[config.mk]
export PLATFORM = sky130hd
export DESIGN_NAME = percent_url_decoder_top_flat
export DESIGN_NICKNAME = d
export VERILOG_FILES = /design/src/rtl/pud_pkg.sv /design/src/rtl/pud_in_if.sv /design/src/rtl/pud_out_if.sv /design/src/rtl/pud_front.sv /design/src/rtl/pud_queue.sv /design/src/rtl/pud_back.sv /design/src/rtl/percent_url_decoder_top.sv /design/src/flat_wrapper.sv
export SDC_FILE = /design/constraint.sdc
export NUM_CORES = 1
export LEC_CHECK = 0
export BUFFER_PORTS_ARGS = -buffer_cell sky130_fd_sc_hd__buf_4
export CORE_ASPECT_RATIO = 0.9
export CORE_MARGIN = 3
export CORE_UTILIZATION = 30
export CTS_CLUSTER_DIAMETER = 50
export DETAILED_ROUTE_END_ITERATION = 6
export GPL_TIMING_DRIVEN = 0
export PLACE_DENSITY = 0.58
export RECOVER_POWER = 25
export SKIP_LAST_GASP = 1
export SYNTH_ARGS = -nofsm -noshare
export SYNTH_HDL_FRONTEND = slang
export SYNTH_SLANG_ARGS = --single-unit
[constraint.sdc]
create_clock -name clk -period 2.6 [get_ports clk]
set_clock_uncertainty 0.05 [all_clocks]
set_input_delay 0.39 -clock clk [delete_from_list [all_inputs] [get_ports clk]]
set_output_delay 0.39 -clock clk [all_outputs]
set_load 0.05 [all_outputs]
[src/rtl/pud_pkg.sv]
package pud_pkg;

  // Escape introducer character.
  localparam logic [7:0] PERCENT_CHAR = 8'h25;

  // Mask for one hex digit.
  localparam logic [3:0] NIBBLE_MASK = 4'hF;

  // Value of the letter digits: 'a' and 'A' have low nibble 1 and map to 10.
  localparam logic [3:0] LETTER_BASE = 4'd10;
  localparam logic [3:0] LETTER_LOW  = 4'd1;

  // One queued work entry: one or two output beats produced by one input beat.
  typedef struct packed {
    logic       second_valid;
    logic [7:0] first_byte;
    logic       first_last;
    logic [7:0] second_byte;
    logic       second_last;
  } pud_entry_t;

  localparam int ENTRY_WIDTH = $bits(pud_entry_t);

endpackage

[src/rtl/pud_in_if.sv]
interface pud_in_if;
  logic       valid;
  logic       ready;
  logic [7:0] in_byte;
  logic       in_last;

  modport source (output valid, output in_byte, output in_last, input ready);
  modport sink   (input valid, input in_byte, input in_last, output ready);
endinterface

[src/rtl/pud_out_if.sv]
interface pud_out_if;
  logic       valid;
  logic       ready;
  logic [7:0] out_byte;
  logic       out_last;

  modport source (output valid, output out_byte, output out_last, input ready);
  modport sink   (input valid, input out_byte, input out_last, output ready);
endinterface

[src/rtl/pud_front.sv]
module pud_front (
  input  logic                clk,
  input  logic                rst,
  pud_in_if.sink              in_ch,
  output logic                push_valid,
  input  logic                push_ready,
  output pud_pkg::pud_entry_t push_data
);
  import pud_pkg::*;

  typedef enum logic [1:0] {
    PH_IDLE = 2'd0,
    PH_PCT  = 2'd1,
    PH_HIGH = 2'd2
  } phase_t;

  phase_t     phase;
  phase_t     phase_next;
  logic [3:0] high_nibble;
  logic [3:0] high_nibble_next;
  logic       has_result;
  logic       accept;
  logic [3:0] digit;

  // Map one character to its hex digit value; anything that is not a digit is zero.
  function automatic logic [3:0] hex_value(input logic [7:0] c);
    logic [3:0] v;
    v = '0;
    if (c inside {[8'h30:8'h39]}) begin
      v = c[3:0];
    end else if (c inside {[8'h61:8'h66], [8'h41:8'h46]}) begin
      v = (c[3:0] - LETTER_LOW + LETTER_BASE) & NIBBLE_MASK;
    end
    return v;
  endfunction

  assign digit  = hex_value(in_ch.in_byte);
  assign accept = in_ch.valid && in_ch.ready;

  // The front stalls only when the queue has no room.
  assign in_ch.ready = push_ready;
  assign push_valid  = in_ch.valid && has_result;

  // Classify the beat and build the entry for the back end.
  always_comb begin
    phase_next                = PH_IDLE;
    high_nibble_next          = high_nibble;
    has_result                = 1'b1;
    push_data.second_valid    = 1'b0;
    push_data.first_byte      = in_ch.in_byte;
    push_data.first_last      = in_ch.in_last;
    push_data.second_byte     = in_ch.in_byte;
    push_data.second_last     = in_ch.in_last;
    case (phase)
      PH_PCT: begin
        if (in_ch.in_last) begin
          // Buffer ends after the first digit: emit '%' and the byte as is.
          push_data.second_valid = 1'b1;
          push_data.first_byte   = PERCENT_CHAR;
          push_data.first_last   = 1'b0;
        end else begin
          has_result       = 1'b0;
          high_nibble_next = digit;
          phase_next       = PH_HIGH;
        end
      end
      PH_HIGH: begin
        push_data.first_byte = {high_nibble, digit};
        high_nibble_next     = '0;
      end
      default: begin
        if (in_ch.in_byte == PERCENT_CHAR && !in_ch.in_last) begin
          has_result = 1'b0;
          phase_next = PH_PCT;
        end
      end
    endcase
  end

  // Escape state advances on every accepted beat.
  always_ff @(posedge clk) begin
    if (rst) begin
      phase       <= PH_IDLE;
      high_nibble <= '0;
    end else if (accept) begin
      phase       <= phase_next;
      high_nibble <= high_nibble_next;
    end
  end

`ifndef NO_ASSERTIONS
  // A percent that is not the final byte opens an escape.
  a_pct_opens: assert property (@(posedge clk) disable iff (rst)
    accept && phase == PH_IDLE && in_ch.in_byte == PERCENT_CHAR && !in_ch.in_last
    |=> phase == PH_PCT)
    else $error("percent did not open an escape");
`endif

endmodule

[src/rtl/pud_queue.sv]
module pud_queue #(
  parameter int WIDTH = 19,
  parameter int DEPTH = 4
) (
  input  logic             clk,
  input  logic             rst,
  input  logic             push_valid,
  output logic             push_ready,
  input  logic [WIDTH-1:0] push_data,
  output logic             pop_valid,
  input  logic             pop_ready,
  output logic [WIDTH-1:0] pop_data
);
  localparam int PTR_W = (DEPTH > 1) ? $clog2(DEPTH) : 1;
  localparam int CNT_W = $clog2(DEPTH + 1);
  localparam logic [PTR_W-1:0] LAST_PTR = PTR_W'(DEPTH - 1);
  localparam logic [CNT_W-1:0] FULL_CNT = CNT_W'(DEPTH);

  logic [WIDTH-1:0] slots [DEPTH];
  logic [PTR_W-1:0] wr_ptr;
  logic [PTR_W-1:0] rd_ptr;
  logic [CNT_W-1:0] count;
  logic             do_push;
  logic             do_pop;

  assign push_ready = (count != FULL_CNT);
  assign pop_valid  = (count != '0);
  assign pop_data   = slots[rd_ptr];
  assign do_push    = push_valid && push_ready;
  assign do_pop     = pop_valid && pop_ready;

  // Entry storage.
  always_ff @(posedge clk) begin
    if (do_push) begin
      slots[wr_ptr] <= push_data;
    end
  end

  // Pointers and fill count.
  always_ff @(posedge clk) begin
    if (rst) begin
      wr_ptr <= '0;
      rd_ptr <= '0;
      count  <= '0;
    end else begin
      if (do_push) begin
        wr_ptr <= (wr_ptr == LAST_PTR) ? '0 : wr_ptr + 1'b1;
      end
      if (do_pop) begin
        rd_ptr <= (rd_ptr == LAST_PTR) ? '0 : rd_ptr + 1'b1;
      end
      if (do_push && !do_pop) begin
        count <= count + 1'b1;
      end else if (do_pop && !do_push) begin
        count <= count - 1'b1;
      end
    end
  end

`ifndef NO_ASSERTIONS
  // The fill count never passes the depth.
  a_count_bound: assert property (@(posedge clk) disable iff (rst)
    count <= FULL_CNT)
    else $error("queue count overflow");

  // A lone push grows the count by exactly one.
  a_push_count: assert property (@(posedge clk) disable iff (rst)
    do_push && !do_pop |=> count == $past(count) + 1'b1)
    else $error("queue count did not follow a push");
`endif

endmodule

[src/rtl/pud_back.sv]
module pud_back (
  input  logic                clk,
  input  logic                rst,
  input  logic                pop_valid,
  output logic                pop_ready,
  input  pud_pkg::pud_entry_t pop_data,
  pud_out_if.source           out_ch
);
  import pud_pkg::*;

  logic       out_valid;
  logic [7:0] out_byte;
  logic       out_last;
  logic       pend_valid;
  logic [7:0] pend_byte;
  logic       pend_last;
  logic       load;

  assign out_ch.valid    = out_valid;
  assign out_ch.out_byte = out_byte;
  assign out_ch.out_last = out_last;

  // The output register takes a new beat when empty or being drained.
  assign load      = !out_valid || out_ch.ready;
  assign pop_ready = load && !pend_valid;

  // Output register and the held second beat of a two-beat entry.
  always_ff @(posedge clk) begin
    if (rst) begin
      out_valid  <= 1'b0;
      pend_valid <= 1'b0;
    end else if (load) begin
      if (pend_valid) begin
        out_valid  <= 1'b1;
        pend_valid <= 1'b0;
      end else begin
        out_valid  <= pop_valid;
        pend_valid <= pop_valid && pop_data.second_valid;
      end
    end
  end

  // Payload registers.
  always_ff @(posedge clk) begin
    if (load) begin
      if (pend_valid) begin
        out_byte <= pend_byte;
        out_last <= pend_last;
      end else if (pop_valid) begin
        out_byte  <= pop_data.first_byte;
        out_last  <= pop_data.first_last;
        pend_byte <= pop_data.second_byte;
        pend_last <= pop_data.second_last;
      end
    end
  end

`ifndef NO_ASSERTIONS
  // A held second beat always sits behind a shown first beat.
  a_pend_behind_out: assert property (@(posedge clk) disable iff (rst)
    pend_valid |-> out_valid)
    else $error("second beat held without first beat");

  // The held second beat moves out as soon as the first beat is taken.
  a_pend_drains: assert property (@(posedge clk) disable iff (rst)
    pend_valid && out_ch.ready |=> !pend_valid && out_valid)
    else $error("second beat did not advance");
`endif

endmodule

[src/rtl/percent_url_decoder_top.sv]
// Channel   Direction  Beat payload          Handshake
// in_ch     sink       in_byte[7:0], in_last valid/ready
// out_ch    source     out_byte[7:0], out_last valid/ready
//
// One input beat is taken every cycle while the entry queue has room.
// A beat's output beats pass through a queue slot and then the output register;
// a two-beat result (percent left open at the end of a buffer) holds the
// output register for both beats, which the queue absorbs.
// Reset is synchronous and clears the escape state, the queue and the output.
// Output stalls fill the QUEUE_DEPTH-entry queue before the input stalls.
module percent_url_decoder_top #(
  parameter int QUEUE_DEPTH = 4
) (
  input  logic       clk,
  input  logic       rst,
  pud_in_if.sink     in_ch,
  pud_out_if.source  out_ch
);
  import pud_pkg::*;

  logic       push_valid;
  logic       push_ready;
  pud_entry_t push_data;
  logic       pop_valid;
  logic       pop_ready;
  pud_entry_t pop_data;

  // Classification and escape tracking.
  pud_front u_front (
    .clk        (clk),
    .rst        (rst),
    .in_ch      (in_ch),
    .push_valid (push_valid),
    .push_ready (push_ready),
    .push_data  (push_data)
  );

  // Entry queue between front and back.
  pud_queue #(
    .WIDTH (ENTRY_WIDTH),
    .DEPTH (QUEUE_DEPTH)
  ) u_queue (
    .clk        (clk),
    .rst        (rst),
    .push_valid (push_valid),
    .push_ready (push_ready),
    .push_data  (push_data),
    .pop_valid  (pop_valid),
    .pop_ready  (pop_ready),
    .pop_data   (pop_data)
  );

  // Output sequencing.
  pud_back u_back (
    .clk       (clk),
    .rst       (rst),
    .pop_valid (pop_valid),
    .pop_ready (pop_ready),
    .pop_data  (pop_data),
    .out_ch    (out_ch)
  );

endmodule
[src/flat_wrapper.sv]
// flat-port wrapper written by rule: the top's interface ports become plain ports
module percent_url_decoder_top_flat import pud_pkg::*;
#(
  parameter int QUEUE_DEPTH = 4
)
  (clk, rst, in_ch_valid, in_ch_in_byte, in_ch_in_last, in_ch_ready, out_ch_valid, out_ch_out_byte, out_ch_out_last, out_ch_ready);
  pud_in_if in_ch_i ();
  pud_out_if out_ch_i ();
  input  logic clk;
  input  logic rst;
  input wire logic [$bits(in_ch_i.valid)-1:0] in_ch_valid;
  input wire logic [$bits(in_ch_i.in_byte)-1:0] in_ch_in_byte;
  input wire logic [$bits(in_ch_i.in_last)-1:0] in_ch_in_last;
  output wire logic [$bits(in_ch_i.ready)-1:0] in_ch_ready;
  output wire logic [$bits(out_ch_i.valid)-1:0] out_ch_valid;
  output wire logic [$bits(out_ch_i.out_byte)-1:0] out_ch_out_byte;
  output wire logic [$bits(out_ch_i.out_last)-1:0] out_ch_out_last;
  input wire logic [$bits(out_ch_i.ready)-1:0] out_ch_ready;
  assign in_ch_i.valid = in_ch_valid;
  assign in_ch_i.in_byte = in_ch_in_byte;
  assign in_ch_i.in_last = in_ch_in_last;
  assign in_ch_ready = in_ch_i.ready;
  assign out_ch_valid = out_ch_i.valid;
  assign out_ch_out_byte = out_ch_i.out_byte;
  assign out_ch_out_last = out_ch_i.out_last;
  assign out_ch_i.ready = out_ch_ready;
  percent_url_decoder_top #(.QUEUE_DEPTH(QUEUE_DEPTH)) u_core (.clk(clk), .rst(rst), .in_ch(in_ch_i), .out_ch(out_ch_i));
endmodule
==> summary.txt, run 1 <==
Synth
  – Yosys warnings: 0
  – Seq cells post-synth: 111
  – Cells after Synth: 268
  – Synth Area in Simple Gates: 0.0654
  – Synth top area share: 0.617
  – Synthesized cell area: around 0.0046 mm²
  – Largest family of logic cells by synthesized area: multiplexers
  – Mux contribution to synthesized area: 0.122
  – Post-synth EDFFs: between 90 and 100
  – Sequential cell area fraction in the yosys report: 0.692
  – Syn nets: a little under 300
  – Top cells by count, synth: 94 x edfxtp_1, 19 x mux4_2, 17 x dfxtp_1, 12 x ha_1
  – Avg Cell Area, Syn: about 17 µm²
  – Post-synthesis xor/xnor area fraction: 0.00383
  – Synth Area in Adders: 0.0372
  – Primary FF master, synth: edfxtp_1
  – FFs w/ async S/R, synth: 0
  – Count leader, synth: edfxtp_1
  – Synth Area in Compound Gates: 0.0577
  – Top post-synthesis cells by area: edfxtp_1 62%, mux4_2 9.4%, dfxtp_1 7.4%
  – Yosys top cell by area: edfxtp_1
  – Distinct cells, synth: 50

Drt
  – Routed Antenna Nets: 0
  – Remaining DRCs: 0
  – Routed length per placed instance: 16.7 µm
  – 1st-iter DRT viols: between 100 and 150
  – Vias: 2376
  – Post-DR vias/cell: ~4.7
  – Pre-antenna DRT Iters: 4
  – Routed wire length: 8470 µm

Timing
  – Unrepaired setup endpoints after global routing: false
  – Final Hold Vio Count: 0
  – Worst Tran Pin Value: ~900 ps
  – Min Tclk post-route: approximately 2500 ps
  – Final setup viols: 0
  – Period utilisation layout: 0.964
  – Rel. slew slack: 0.408
  – Fmax: 399 MHz
  – Final slew viol count: 0

CTS
  – CTS tree: built
  – Root buffer cell: clkbuf_16
  – Clk_lat worst skew: roughly 350 ps
  – Worst-path clk slew: 70 ps
  – TritonCTS Buffers: 9
  – Post-CTS Hold Fix Bufs: 0
  – H-tree Lvls: 3
  – Clk buf depth: 2
  – Clk sinks: 111

Critical path
  – Worst path max stage delay: roughly 340 ps
  – Crit-path cells: inv_1 > ha_1 > nor4bb_1 > and4_4 > buf_6 > nor2_4 > ha_4 > inv_1 > fa_2 > xor2_2 > or3_1 > a21oi_1
  – Crit-path slowest cell: dfxtp_2
  – Worst EP required: 2820 ps
  – Crit. Startpoint: u_core.u_front.phase[0]$_SDFFE_PP0P_
  – Worst path top cell family by delay: adder cells
  – Worst Path Max Fanout: 6
  – Crit-path most repeated cell: inv_1
  – WP buf/inv: 3
  – Worst r2r src: u_core.u_front.phase[0]$_SDFFE_PP0P_
  – Worst r2r dst: u_core.u_queue.count[2]$_SDFFE_PP0P_
  – Flop2flop setup slack: 90 ps
  – WP depth: 12
  – CP Capture Type: register
  – Register-to-Register Path Depth: 12
  – Startpoint types: register
  – Worst EP arrival: 2730 ps
  – Setup CP Type: reg2reg

Cells and area
  – Area growth from synthesis to layout: 16.9%
  – Fin nets: roughly 330
  – Fillers: 1412
  – ANT cells: 0
  – Post-Layout Cell Count: 508
  – Share of cells above drive strength 1: 0.255
  – Post-Layout Inst Area: 0.00534 mm²

Min path
  – WHS Endpoint: u_core.u_queue.slots[2][7]$_DFFE_PP_
  – Hold Path Origin: in_ch_in_byte[6]
  – Hold Crit Class: in2reg
  – WHS Path Cells: 1

Run
  – Max Cap Viol: 0

Place
  – Routability Congestion: a little under 0.8
  – Placed cell area: 0.00500 mm²
  – Port buffer count: 23
  – Final HPWL DP: around 5500 µm
  – Placed Cells: between 400 and 500

Pwr
  – Pleak: 1.75 nW
  – VDD IR max: 0.000345 V
  – Power Dens Cells: around 1000 mW/mm²

Floorplanning
  – Number of I/O pins: 24
  – Die X: 136 µm
  – Core area: 0.0148 mm²
  – Initial core utilization: 0.309
  – Standard-cell row count: 42
  – Die area: roughly 0.017 mm²
  – DIE HEIGHT: between 100 and 150 µm

Status
  – Outcome: finished clean

Global route
  – Vias in the first global route: 2470
  – First-pass GRT wire length: 13600 µm
  – Initial antenna violation count: 0
  – Gr ovfl total: 0
  – Largest net degree at the start of global routing: 20
  – Total GRT Usage: 0.109
repair_timing:
| action | in CTS | in global routing |
|---|---|---|
| buffers inserted | 0 | 3 |
| resized for setup | 11 | 6 |
| pin swaps | 1 | 7 |
| endpoints found under the setup margin | 78 | 2 |
state kept, by name (all words and copies together) (netlist names), named ones only:
signal / flops
u_core.u_back.pend_last: 1
u_core.u_back.out_ch.out_byte: 8
u_core.u_queue.rd_ptr: 2
u_core.u_front.high_nibble: 4
u_core.u_queue.wr_ptr: 2
u_core.u_back.out_ch.out_last: 1
u_core.u_queue.count: 3
u_core.u_back.pend_valid: 1
u_core.u_back.pend_byte: 8
u_core.u_front.phase: 2
u_core.u_back.out_ch.valid: 1
u_core.u_queue.slots: 76
metal layers:
metal  vias up  wire [µm]  track usage
li1       1128          -            -
met1      1175       4170        0.153
met2        57       3710        0.163
met3        16        400       0.0264
met4         0        192       0.0491
met5         -          0            0
cell type report:
type | count | area [µm²] | area share
timing repair buffer | 26 | 143 | 0.0267
multi-input combinational | 137 | 1370 | 0.257
clock inverter | 6 | 75.1 | 0.0140
tap | 198 | 248 | 0.0464
clock buffer | 10 | 239 | 0.0447
buffer | 9 | 62.6 | 0.0117
inverter | 11 | 41.3 | 0.00773
sequential | 111 | 3160 | 0.592
per-stage QoR:
| stage | setup WS [ps] | total power, mW | util | TNS (ps) | hold slack (ps) |
|---|---|---|---|---|---|
| 5_1_grt | 6.00 | 5.62 | 0.361 | 0 | 243 |
| 4_1_cts | -81.9 | 5.44 | 0.361 | -81.9 | 225 |
| 3_5_place_dp | -229 | 3.97 | 0.337 | -11570 | 396 |
| 6_report | 94.7 | 5.35 | 0.361 | 0 | 256 |
| 3_3_place_gp | -147 | 3.94 | 0.337 | -5210 | 388 |
| 2_1_floorplan | 14.4 | 3.54 | - | 0 | 375 |
layout by cell type, fill, tap and decap left out, types with 10 or more instances in the layout:
cell	instances
a21oi_1	11
buf_4	12
clkbuf_1	17
dfxtp_1	16
edfxtp_1	94
ha_1	10
inv_1	10
mux4_2	19
how the worst max path moves through the flow:
stage	to	slack (ps)
after floorplan	u_core.u_queue.count[2]$_SDFFE_PP0P_	10
after global placement	u_core.u_queue.count[2]$_SDFFE_PP0P_	-150
after detailed placement	u_core.u_queue.count[2]$_SDFFE_PP0P_	-230
after CTS	u_core.u_queue.count[2]$_SDFFE_PP0P_	-80
after global routing	u_core.u_queue.count[2]$_SDFFE_PP0P_	6
final	u_core.u_queue.count[2]$_SDFFE_PP0P_	90
where the power goes:
| group | total, mW | switching [mW] | internal (mW) |
|---|---|---|---|
| Sequential | 2.44 | 0.103 | 2.33 |
| Clock | 1.42 | 0.632 | 0.787 |
| Combinational | 1.49 | 0.902 | 0.590 |
| Total | 5.35 | 1.64 | 3.71 |
logic make-up after synthesis:
group	after synthesis
simple gates	51
mux	31
compound gates	40
fa+ha+maj	13
buf+inv	20
flops	111
xor+xnor	2
Note: power is estimated with default switching activity, not from simulation.
==> run 2: changes to the inputs <==
--- a/config.mk
+++ b/config.mk
@@ -7,11 +7,11 @@
 export LEC_CHECK = 0
 export BUFFER_PORTS_ARGS = -buffer_cell sky130_fd_sc_hd__buf_4
 export CORE_ASPECT_RATIO = 0.9
-export CORE_MARGIN = 3
 export CORE_UTILIZATION = 30
 export CTS_CLUSTER_DIAMETER = 50
 export DETAILED_ROUTE_END_ITERATION = 6
 export GPL_TIMING_DRIVEN = 0
+export MAX_ROUTING_LAYER = met4
 export PLACE_DENSITY = 0.58
 export RECOVER_POWER = 25
 export SKIP_LAST_GASP = 1
==> run 2 against run 1 <==
Clock power fell by 8%. Global-route usage is 0.74 points higher. Critical path depth is the same. Critical path type unchanged. Power shrank 1.2%. Sequential share of layout area decreased by 0.34 points. Maximum frequency down 0.32%. Via count grew 0.17%.
==> summary.txt, run 2 (synthesized netlist as in run 1, its figures left out) <==
Cells and area
  – Registers with the most flip-flops: u_core.u_queue.slots (76), u_core.u_back.out_ch.out_byte (8), u_core.u_back.pend_byte (8)
  – Area growth from synthesis to layout: 17.7%
  – Most common cell after layout, fill and taps aside: edfxtp_1
  – Share of cells above drive strength 1: 0.288
  – Max reg flops: 76
  – Post-Layout Inst Area: 0.00538 mm²
  – Fin nets: around 330
  – Core Util, Final: 0.363
  – Largest Register: u_core.u_queue.slots
  – ANT cells: 0
  – Most frequent cells in the layout: 94 x edfxtp_1, 23 x buf_4, 19 x mux4_2
  – Post-Layout Cell Count: 510

Drt
  – Remaining DRCs: 0
  – 1st-iter DRT viols: 165
  – Routed length per placed instance: approximately 17 µm
  – Routed wire length: 8520 µm
  – Pre-antenna DRT Iters: 4
  – Vias: roughly 2400
  – Post-DR vias/cell: around 4.7
  – Routed Antenna Nets: 0

Place
  – Placed cell area: approximately 0.005 mm²
  – Placed Cells: 489
  – Routability Congestion: 0.789
  – Final HPWL DP: 5530 µm
  – Port buffer count: 23

Floorplanning
  – Initial core utilization: 0.309
  – Die X: 132 µm
  – Core area: 0.0148 mm²
  – Number of I/O pins: 24
  – DIE HEIGHT: about 120 µm
  – Standard-cell row count: 42
  – Die area: 0.0157 mm²

Critical path
  – Worst r2r src: u_core.u_front.phase[0]$_SDFFE_PP0P_
  – Worst EP required: between 2000 and 3000 ps
  – CP Capture Type: register
  – Crit. Startpoint: u_core.u_front.phase[0]$_SDFFE_PP0P_
  – Worst Path Max Fanout: 6
  – Setup CP Type: reg2reg
  – Startpoint types: register
  – Worst EP arrival: 2730 ps

CTS
  – CTS tree: built
  – Clk buf depth: 2
  – H-tree Lvls: 3
  – Clk_lat worst skew: about 340 ps
  – Root buffer cell: clkbuf_16
  – TritonCTS Buffers: 9
  – Clk sinks: ~110
  – Post-CTS Hold Fix Bufs: 0
  – Worst-path clk slew: 70 ps

Timing
  – Final setup viols: 0
  – Period utilisation layout: 0.967
  – Final Hold Vio Count: 0
  – Rel. slew slack: 0.327
  – Final slew viol count: 0
  – Hold_ws: 267 ps
  – Fmax: 398 MHz
  – Min Tclk post-route: around 2500 ps
  – Worst Tran Pin Value: a little over 1000 ps

Pwr
  – Power Dens Cells: roughly 980 mW/mm²
  – Power Total: 5.29 mW
  – VDD IR max: around 0.00034 V
  – Pleak: 1.78 nW

Global route
  – Gr ovfl total: 0
  – Largest net degree at the start of global routing: 20
  – Total GRT Usage: 0.117
  – Initial antenna violation count: 0
  – First-pass GRT wire length: 13200 µm
  – Vias in the first global route: around 2400

Status
  – Outcome: finished clean

Min path
  – Hold Path Origin: in_ch_in_byte[6]
  – Hold Crit Class: in2reg

Run
  – Max Cap Viol: 0
run 2: cell types whose count changed in the layout (fill, tap and decap cells not counted), moves of 2 or more:
cell      change
inv_6         +2
ha_4          +2
buf_4        +11
clkbuf_1      -7
run 2: final cells by class:
type,count,area (µm²)
clock inverters,6,52.6
repair buffers,28,188
flip-flops and latches,111,3170
clock buffers,10,229
plain buffers,9,62.6
fillers,1419,9440
well taps,198,248
inverters,11,41.3
multi-input cells,137,1390
run 2: what timing repair did:
item	CTS	global route
buffers inserted	0	5
pin swaps	1	7
resized for setup	10	12
endpoints found under the setup margin	78	21
run 2: critical path: stages, from the launching register on:
cell and delay, ps:
dfxtp_4 370, inv_2 40, ha_4 200, nor4bb_1 130, and4_4 180, buf_6 120, nor2_4 130, ha_4 160
inv_1 50, fa_2 350, xor2_2 180, or3_1 350, a21oi_1 120
run 2: final timing paths:
kind              slack [ps]  cells past startpoint                                          to
setup / recovery          90                     12        u_core.u_queue.count[2]$_SDFFE_PP0P_
hold / removal           270                      1        u_core.u_queue.slots[2][7]$_DFFE_PP_
setup reg to reg          90                     12        u_core.u_queue.count[2]$_SDFFE_PP0P_
hold reg to reg          400                      2  u_core.u_front.high_nibble[0]$_SDFFE_PP0P_
run 2: metrics by stage:
| step | setup slack [ps] | TNS (ps) |
|---|---|---|
| 3_5_place_dp | -213 | -8240 |
| 2_1_floorplan | 14.4 | 0 |
| 5_1_grt | -14.0 | -14.0 |
| 6_report | 86.7 | 0 |
| 4_1_cts | -57.1 | -57.1 |
| 3_3_place_gp | -149 | -5010 |
run 2: metal layers:
layer | wire, µm | up-vias | global-route usage
met3 | 350 | 4 | 0.0307
met4 | 55 | 0 | 0.0334
met1 | 4040 | 1200 | 0.152
li1 | - | 1128 | -
met2 | 4070 | 48 | 0.180
met5 | 0 | - | -
run 2: report_power, final:
group / internal (mW) / leakage, nW / switching (mW) / total (mW)
clock: 0.667 / 0.138 / 0.633 / 1.30
combinational: 0.645 / 0.629 / 0.895 / 1.54
sequential: 2.33 / 1.01 / 0.112 / 2.45
